### config.mk
export PLATFORM = sky130hd
export DESIGN_NAME = be3_pos
export DESIGN_NICKNAME = d
export VERILOG_FILES = /design/src/rtl/core/be3_pkg.sv /design/src/rtl/core/be3_pos.sv
export SDC_FILE = /design/constraint.sdc
export NUM_CORES = 1
export LEC_CHECK = 0
export BUFFER_PORTS_ARGS = -buffer_cell sky130_fd_sc_hd__buf_2
export CELL_PAD_IN_SITES_DETAIL_PLACEMENT = 2
export CELL_PAD_IN_SITES_GLOBAL_PLACEMENT = 2
export CORE_ASPECT_RATIO = 0.9
export CORE_MARGIN = 2
export CORE_UTILIZATION = 32
export DETAILED_ROUTE_END_ITERATION = 6
export HOLD_SLACK_MARGIN = 0.08
export PLACE_DENSITY_LB_ADDON = 0.1
export REMOVE_ABC_BUFFERS = 1
export SLEW_MARGIN = 10
export SYNTH_ARGS = -nofsm -noshare
export SYNTH_HDL_FRONTEND = slang
export SYNTH_SLANG_ARGS = --single-unit
### constraint.sdc
create_clock -name clk -period 2.7 [get_ports clk]
set_input_delay 0.405 -clock clk [delete_from_list [all_inputs] [get_ports clk]]
set_output_delay 0.405 -clock clk [all_outputs]
set_load 0.01 [all_outputs]
### src/rtl/core/be3_pkg.sv
// be3_pkg: shared constants and types for the 3x3 binary erosion block.
// No dependencies.
package be3_pkg;

  localparam int MAX_WIDTH  = 1024;
  localparam int MAX_HEIGHT = 1024;

  localparam int PIX_W = 8;
  localparam int DIM_W = 11;                    // frame_width / frame_height registers
  localparam int COL_W = $clog2(MAX_WIDTH);     // column index
  localparam int ROW_W = $clog2(MAX_HEIGHT);    // output row index
  localparam int IN_ROW_W = ROW_W + 1;          // input row runs into the drain rows

  localparam logic [PIX_W-1:0] PIX_MAX = 8'hFF;
  localparam logic [DIM_W-1:0] RESET_WIDTH  = 11'd640;
  localparam logic [DIM_W-1:0] RESET_HEIGHT = 11'd480;

  typedef enum logic [0:0] {
    REG_FRAME_WIDTH  = 1'b0,
    REG_FRAME_HEIGHT = 1'b1
  } be3_reg_t;

  // Per-item control, decided at accept time from the position counters.
  typedef struct packed {
    logic drop;       // drain tick while pixels are still expected
    logic drain;      // frame pixels done, item carries a zero pixel
    logic emit;       // item produces a result
    logic frame_end;  // that result is the last of the frame
    logic top_ok;     // neighbor row above lies inside the frame
    logic bot_ok;     // neighbor row below lies inside the frame
    logic left_ok;    // neighbor column left lies inside the frame
    logic right_ok;   // neighbor column right lies inside the frame
  } be3_info_t;

endpackage

### src/rtl/core/be3_pos.sv
// be3_pos: frame geometry registers and input/output position counters.
// Depends on be3_pkg.
module be3_pos import be3_pkg::*; (
  input  logic             clk,
  input  logic             rst_n,
  input  logic             cfg_we,
  input  logic [0:0]       cfg_index,
  input  logic [DIM_W-1:0] cfg_wdata,
  input  logic             cmd,      // cmd of the item on offer
  input  logic             adv,      // item taken into the pipeline
  output logic [COL_W-1:0] col,      // line store column of the item on offer
  output be3_info_t        info
);

  logic [DIM_W-1:0]    w_r, h_r;
  logic [COL_W-1:0]    in_col_r, in_col_nxt;
  logic [IN_ROW_W-1:0] in_row_r, in_row_nxt;
  logic [COL_W-1:0]    out_col_r, out_col_nxt;
  logic [ROW_W-1:0]    out_row_r, out_row_nxt;
  logic                in_col_last, out_col_last, out_row_last;

  // 0 reads as 1, anything above the maximum as the maximum
  function automatic logic [DIM_W-1:0] clamp_dim(input logic [DIM_W-1:0] v,
                                                  input logic [DIM_W-1:0] hi);
    logic [DIM_W-1:0] r;
    if (v == '0) r = DIM_W'(1);
    else if (v > hi) r = hi;
    else r = v;
    return r;
  endfunction

  assign in_col_last  = ({1'b0, in_col_r} == w_r - DIM_W'(1));
  assign out_col_last = ({1'b0, out_col_r} == w_r - DIM_W'(1));
  assign out_row_last = ({1'b0, out_row_r} == h_r - DIM_W'(1));
  assign col = in_col_r;

  always_comb begin
    info.drain     = (in_row_r >= h_r);
    info.drop      = cmd && !info.drain;
    info.emit      = (in_row_r > IN_ROW_W'(1)) ||
                     ((in_row_r == IN_ROW_W'(1)) && (in_col_r != '0));
    info.frame_end = out_col_last && out_row_last;
    info.top_ok    = (out_row_r != '0);
    info.bot_ok    = !out_row_last;
    info.left_ok   = (out_col_r != '0);
    info.right_ok  = !out_col_last;
  end

  always_comb begin
    in_col_nxt  = in_col_r;
    in_row_nxt  = in_row_r;
    out_col_nxt = out_col_r;
    out_row_nxt = out_row_r;
    if (adv) begin
      if (in_col_last) begin
        in_col_nxt = '0;
        in_row_nxt = in_row_r + IN_ROW_W'(1);
      end else begin
        in_col_nxt = in_col_r + COL_W'(1);
      end
      if (info.emit) begin
        if (out_col_last) begin
          out_col_nxt = '0;
          out_row_nxt = out_row_r + ROW_W'(1);
        end else begin
          out_col_nxt = out_col_r + COL_W'(1);
        end
        if (info.frame_end) begin
          in_col_nxt  = '0;
          in_row_nxt  = '0;
          out_col_nxt = '0;
          out_row_nxt = '0;
        end
      end
    end
  end

  always_ff @(posedge clk) begin
    if (!rst_n) begin
      w_r       <= RESET_WIDTH;
      h_r       <= RESET_HEIGHT;
      in_col_r  <= '0;
      in_row_r  <= '0;
      out_col_r <= '0;
      out_row_r <= '0;
    end else if (cfg_we) begin
      unique case (be3_reg_t'(cfg_index))
        REG_FRAME_WIDTH:  w_r <= clamp_dim(cfg_wdata, DIM_W'(MAX_WIDTH));
        REG_FRAME_HEIGHT: h_r <= clamp_dim(cfg_wdata, DIM_W'(MAX_HEIGHT));
        default: ;
      endcase
      in_col_r  <= '0;
      in_row_r  <= '0;
      out_col_r <= '0;
      out_row_r <= '0;
    end else begin
      in_col_r  <= in_col_nxt;
      in_row_r  <= in_row_nxt;
      out_col_r <= out_col_nxt;
      out_row_r <= out_row_nxt;
    end
  end

endmodule

Word level (Yosys, flattened, before mapping)

Index checks and enable logic that the tools add are counted.

$lt $le $gt $ge: 3
Equality and inequality tests: 4
Reduce and logical (&&, ||, !) cells: 17
Multiplexer cells: 12
Add/sub/neg operators: 6
Bitwise gates (word level): 2

Operator list:

| cell                                                                   | number |
|---|---|
| 10-bit two-way mux                                                     | 7 |
| 11-bit two-way mux                                                     | 5 |
| 10-bit by 11-bit equality test with 1-bit output                       | 3 |
| 10-bit by 1-bit adder with 10-bit output, second input constant        | 3 |
| 10-bit nonzero test                                                    | 3 |
| 11-bit by 1-bit subtractor with 11-bit output, second input constant   | 2 |
| 11-bit by 1-bit adder with 11-bit output, second input constant        | 1 |
| 11-bit by 1-bit equality test with 1-bit output, second input constant | 1 |
| 11-bit >= comparator                                                   | 1 |
| 11-bit by 1-bit > comparator with 1-bit output, second input constant  | 1 |
| 11-bit > comparator, second input constant                             | 1 |
| 11-bit zero test                                                       | 1 |
| 2-bit AND reduction                                                    | 3 |
| 1-bit logical AND                                                      | 3 |
| 1-bit zero test                                                        | 3 |
| 3-bit AND reduction                                                    | 1 |
| 1-bit inverter                                                         | 2 |
| 2-bit nonzero test                                                     | 1 |
| 2-bit OR reduction                                                     | 1 |
| 1-bit logical OR                                                       | 1 |

Logic and storage cells: 50
Flip-flop bits (word level): 63
Bits of input ports: 17
Output and inout port bits: 18

Longest topological paths before layout

Word-level depth: 5
Gate-level depth with buffers: 13
Gate-level depth less buffers: 10

Worst setup path before layout

No wires, ideal clock.

Path type: flip-flop to output port
Start: reg h_r[0]
End: out info[4] (netlist bit)
Path slack: -0.237 ns
Data arrival time: 2.532 ns
Data required time: 2.295 ns
Buffers on the path: 1
Cell stages (with the launch flop): 11
Path through: dfxtp_1 -> inv_1 -> ha_1 -> or4b_1 -> clkbuf_1 -> nor4_1 -> xnor2_1 -> a2111oi_0 -> o2111a_1 -> inv_1 -> nor2_1

RTL lines:

| item                   | RTL line      | RTL |
|---|---|---|
| start, declared        | be3_pos.sv:15 | `logic [DIM_W-1:0] w_r, h_r;` |
| start signal, assigned | be3_pos.sv:89 | `REG_FRAME_HEIGHT: h_r <= clamp_dim(cfg_wdata, DIM_W'(MAX_HEIGHT));` |
| end, declared          | be3_pos.sv:12 | `output be3_info_t info` |

==> results summary <==
The classification of the worst-slack hold path is primary input to flop. At the end of routability-driven placement, the weighted congestion stood at 0.826. The number of iterations in the first detailed-routing pass came out at 7.

In the global route stage, met2 resource usage came out at 0.439. The vias after detailed routing is 4737. The tree is rooted in a sky130_fd_sc_hd__clkbuf_16.

The largest net degree at the start of global routing is 23. The peak fanout along the critical path is 4. The post-detailed-route DRC marker count came out at 3. In the global route stage, overall resource usage came out at 0.261. In this run, post-CTS hold repair placed 0 buffers. The initial core utilization came out at 0.327.

The startpoint class of the critical path is a flop. In the post-route analysis, the smallest setup slack over all paths is -452 ps. The final HPWL from detailed placement came out at 12.5 mm. The ratio of final minimum period to clock period is 1.17. From synthesis to final layout, the design area changed by 45.1%.

The die is 127 µm wide. The post-detailed-route via-to-cell ratio came out at 5.66. The max-slew violation total from the final report came out at 0. The internal power is 1.91 mW. After the last flow step, the layout net total stands at 702. The number of distinct library cells after synthesis came out at 61. The top flip-flop cell by instance count after synthesis is sky130_fd_sc_hd__dfxtp_1. The number of clock sinks seen by CTS came out at 63. The total of flip-flops plus latches after synthesis came out at 63. The number of global-route vias before repair came out at 5156. The Yosys step of the flow raised 0 warnings. Row generation in the floorplan step produced 40 rows.

The final instance count without filler cells is 837. The number of buffers created by CTS came out at 9. The number of diodes is 0. After layout, the minimum clock period comes to 3150 ps. The area of the die came out at 14600 µm². The completed layout was analyzed and its total power is 2.68 mW.

The maximum count of clock buffers along a single path came out at 2. The die height came out at 115 µm. The global-route met3 utilization came out at 0.0556. Setup repair after global routing could not meet its margin everywhere.

The kind of end point of the critical path is a primary output. The number of endpoints with negative hold slack in the final report is 0. The detailed-route wire length is 20.0 mm. The layer flagged by global routing as most heavily used is met2. The number of H-tree levels came out at 3. The power dissipated by switching net loads is 0.772 mW. The final antenna-violating net count came out at 0. The switching share of power came out at 0.288.

TritonCTS built the clock tree. The mean instance size in the synthesized netlist is 7.83 µm². The final reports fail on design-rule violations, negative setup slack.

The fraction of power consumed by combinational cells came out at 0.188. After clock tree synthesis, the clock-pin slew on the worst setup and hold paths is 60 ps. The transition at the pin with the smallest max-transition slack is 704 ps. The cell count after placement is 799.

The layout cell share with drive strength beyond 1 came out at 0.363. The sequential cell fraction of total power is 0.360. Across the run, the number of max-cap violations was 0. The post-detailed-route wirelength per cell came out at 23.8 µm. The total overflow left after global routing is 0. In this run the power density over the cells is 424 nW/µm². The maximum VDD drop came out at 0.000297 V. The share of total power dissipated in the clock network is 0.452. Counting flops with a built-in enable in the synthesized netlist gives 0.

The worst setup path is of the flop to primary output kind. The met1 track demand over resource is 0.335. The number of failing setup endpoints in the final timing report is 46.

The flow ran to the end, but the final reports show violations. The first-pass GRT wire length came out at 29.3 mm. After synthesis the cells add up to 4360 µm². The worst clock skew came out at 8.70 ps. The timing-limited maximum frequency is 0.317 GHz. Data arrives at the worst endpoint at 2750 ps. The portion of the post-synthesis area used by sequential elements came out at 0.290.

The I/O pin total came out at 35. The clock insertion delay at the later pin of the skew report is 350 ps. The leakage dissipation came out at 2.52 nW. Synthesis handed over a netlist of 556 instances. The core outline area is 13300 µm². The number of buffer cells added on primary ports is 34. The number of design-rule violations left by the first detailed-router iteration is 289. The required time at the endpoint of the critical path is 2300 ps. The number of antenna violations at the first check in global routing was 0. The relative max-transition margin is 0.530. For this run, asynchronously set or reset flops after synthesis account for 0.
==> worst paths after layout <==
check | from | to | slack, ps | depth (start not counted)
worst max-delay path | w_r[0]$_SDFFE_PN0P_ | info[4] | -450 | 12
worst max register to register | w_r[0]$_SDFFE_PN0P_ | in_row_r[10]$_SDFFE_PP0P_ | -340 | 9
worst min-delay path | cfg_wdata[3] | w_r[3]$_SDFFE_PN0P_ | 370 | 3
worst min register to register | h_r[10]$_SDFFE_PN0P_ | h_r[10]$_SDFFE_PN0P_ | 470 | 2
==> metrics by stage <==
| stage | hold slack (ps) | util | cell area, µm² | setup TNS [ps] | setup slack, ps |
|---|---|---|---|---|---|
| 2_1_floorplan | 443 | - | 4220 | -5360 | -346 |
| 3_3_place_gp | 461 | 0.386 | 5140 | -9800 | -356 |
| 3_5_place_dp | 477 | 0.386 | 5140 | -19470 | -669 |
| 4_1_cts | 370 | 0.455 | 6060 | -3510 | -323 |
| 5_1_grt | 379 | 0.475 | 6320 | -13920 | -542 |
| 6_report | 370 | 0.475 | 6320 | -9560 | -452 |
==> power by group through the flow <==
stage          registers (mW)  clock network [mW]  logic, mW
2_1_floorplan           0.985                   0      0.177
3_3_place_gp            0.979                   0      0.335
3_5_place_dp            0.981                   0      0.352
4_1_cts                 0.962                1.23      0.445
5_1_grt                 0.965                1.27      0.530
6_report                0.964                1.21      0.504
==> cell usage after synthesis, types with 11 or more instances <==
cell,count,area [µm²]
sky130_fd_sc_hd__a21boi_0,11,82.6
sky130_fd_sc_hd__nand2_1,50,188
sky130_fd_sc_hd__xor2_1,32,280
sky130_fd_sc_hd__nor2b_1,12,75.1
sky130_fd_sc_hd__a21oi_1,21,105
sky130_fd_sc_hd__nand4_1,21,131
sky130_fd_sc_hd__nor2_1,53,199
sky130_fd_sc_hd__clkbuf_1,26,97.6
sky130_fd_sc_hd__or3_1,13,81.3
sky130_fd_sc_hd__o21ai_0,16,80.1
sky130_fd_sc_hd__xnor2_1,27,236
sky130_fd_sc_hd__dfxtp_1,63,1260
sky130_fd_sc_hd__nor3_1,17,85.1
sky130_fd_sc_hd__nand3_1,17,85.1
sky130_fd_sc_hd__ha_1,21,263
sky130_fd_sc_hd__inv_1,35,131
==> layout by cell type (no fill, tap or decap), types with 4 or more instances in the layout <==
cell,count
sky130_fd_sc_hd__nand3_2,5
sky130_fd_sc_hd__nor3b_1,5
sky130_fd_sc_hd__xnor2_2,6
sky130_fd_sc_hd__a21o_1,9
sky130_fd_sc_hd__xnor2_1,21
sky130_fd_sc_hd__a21oi_1,15
sky130_fd_sc_hd__nor4_1,7
sky130_fd_sc_hd__inv_1,29
sky130_fd_sc_hd__xor2_1,28
sky130_fd_sc_hd__inv_2,6
sky130_fd_sc_hd__buf_12,4
sky130_fd_sc_hd__nand4_1,21
sky130_fd_sc_hd__nor4_4,4
sky130_fd_sc_hd__dfxtp_1,56
sky130_fd_sc_hd__buf_6,18
sky130_fd_sc_hd__clkbuf_16,9
sky130_fd_sc_hd__buf_4,71
sky130_fd_sc_hd__dfxtp_2,6
sky130_fd_sc_hd__nor2_2,13
sky130_fd_sc_hd__a21boi_0,11
sky130_fd_sc_hd__ha_4,4
sky130_fd_sc_hd__buf_2,33
sky130_fd_sc_hd__o21ai_0,10
sky130_fd_sc_hd__and3_1,7
sky130_fd_sc_hd__or4_4,4
sky130_fd_sc_hd__xor2_2,4
sky130_fd_sc_hd__o211ai_1,6
sky130_fd_sc_hd__nand2_1,49
sky130_fd_sc_hd__nand3_1,9
sky130_fd_sc_hd__nor2b_1,12
sky130_fd_sc_hd__nand3b_1,4
sky130_fd_sc_hd__ha_1,17
sky130_fd_sc_hd__or3_1,12
sky130_fd_sc_hd__nand2b_1,5
sky130_fd_sc_hd__a21oi_2,6
sky130_fd_sc_hd__nor2_1,38
sky130_fd_sc_hd__nor3_1,13
==> flip-flops by register name, indices dropped and copies added (netlist names) <==
signal	cells
col	10
h_r	11
in_row_r	11
out_col_r	10
out_row_r	10
w_r	11
==> per-layer routing <==
metal	part of all wire	routed length [µm]	vias to the layer above
li1	-	-	2191
met4	0.019	374	0
met1	0.46	9170	2407
met3	0.034	671	26
met5	0	0	-
met2	0.49	9740	113
==> repair_timing <==
item | CTS | global route
gates cloned | 1 | 1
pin swaps | 59 | 20
setup endpoints to repair | 46 | 47
hold endpoints to repair | 0 | 0
gates resized for setup | 99 | 49
buffers inserted | 27 | 2
==> worst max-delay path, cell delays in order, from the launching register on <==
cell and delay (ps):
sky130_fd_sc_hd__dfxtp_2 360, sky130_fd_sc_hd__inv_1 80, sky130_fd_sc_hd__ha_4 280, sky130_fd_sc_hd__buf_4 120
sky130_fd_sc_hd__xor2_2 190, sky130_fd_sc_hd__o311ai_4 140, sky130_fd_sc_hd__a211oi_4 280, sky130_fd_sc_hd__buf_4 170
sky130_fd_sc_hd__nand4_1 240, sky130_fd_sc_hd__nor2_4 250, sky130_fd_sc_hd__inv_2 70, sky130_fd_sc_hd__nor2_1 90
sky130_fd_sc_hd__buf_2 140
==> cell families (layout without fill, tap and decap cells) <==
family / after synthesis / count (layout) / synth area share
simple gates: 241 / 241 / 0.299
compound gates: 105 / 105 / 0.168
buf+inv: 66 / 179 / 0.0618
flops: 63 / 63 / 0.290
xor+xnor: 59 / 59 / 0.119
fa+ha+maj: 21 / 21 / 0.0603
mux: 1 / 1 / 0.00230
==> area by class of cell <==
cell class | count | area [µm²]
tap | 168 | 210
clock inverter | 5 | 57.6
timing repair buffer | 128 | 1020
clock buffer | 11 | 243
fill | 1454 | 6990
inverter | 35 | 131
sequential | 63 | 1270
multi-input combinational | 427 | 3380
(Power assumes the default switching activity.)
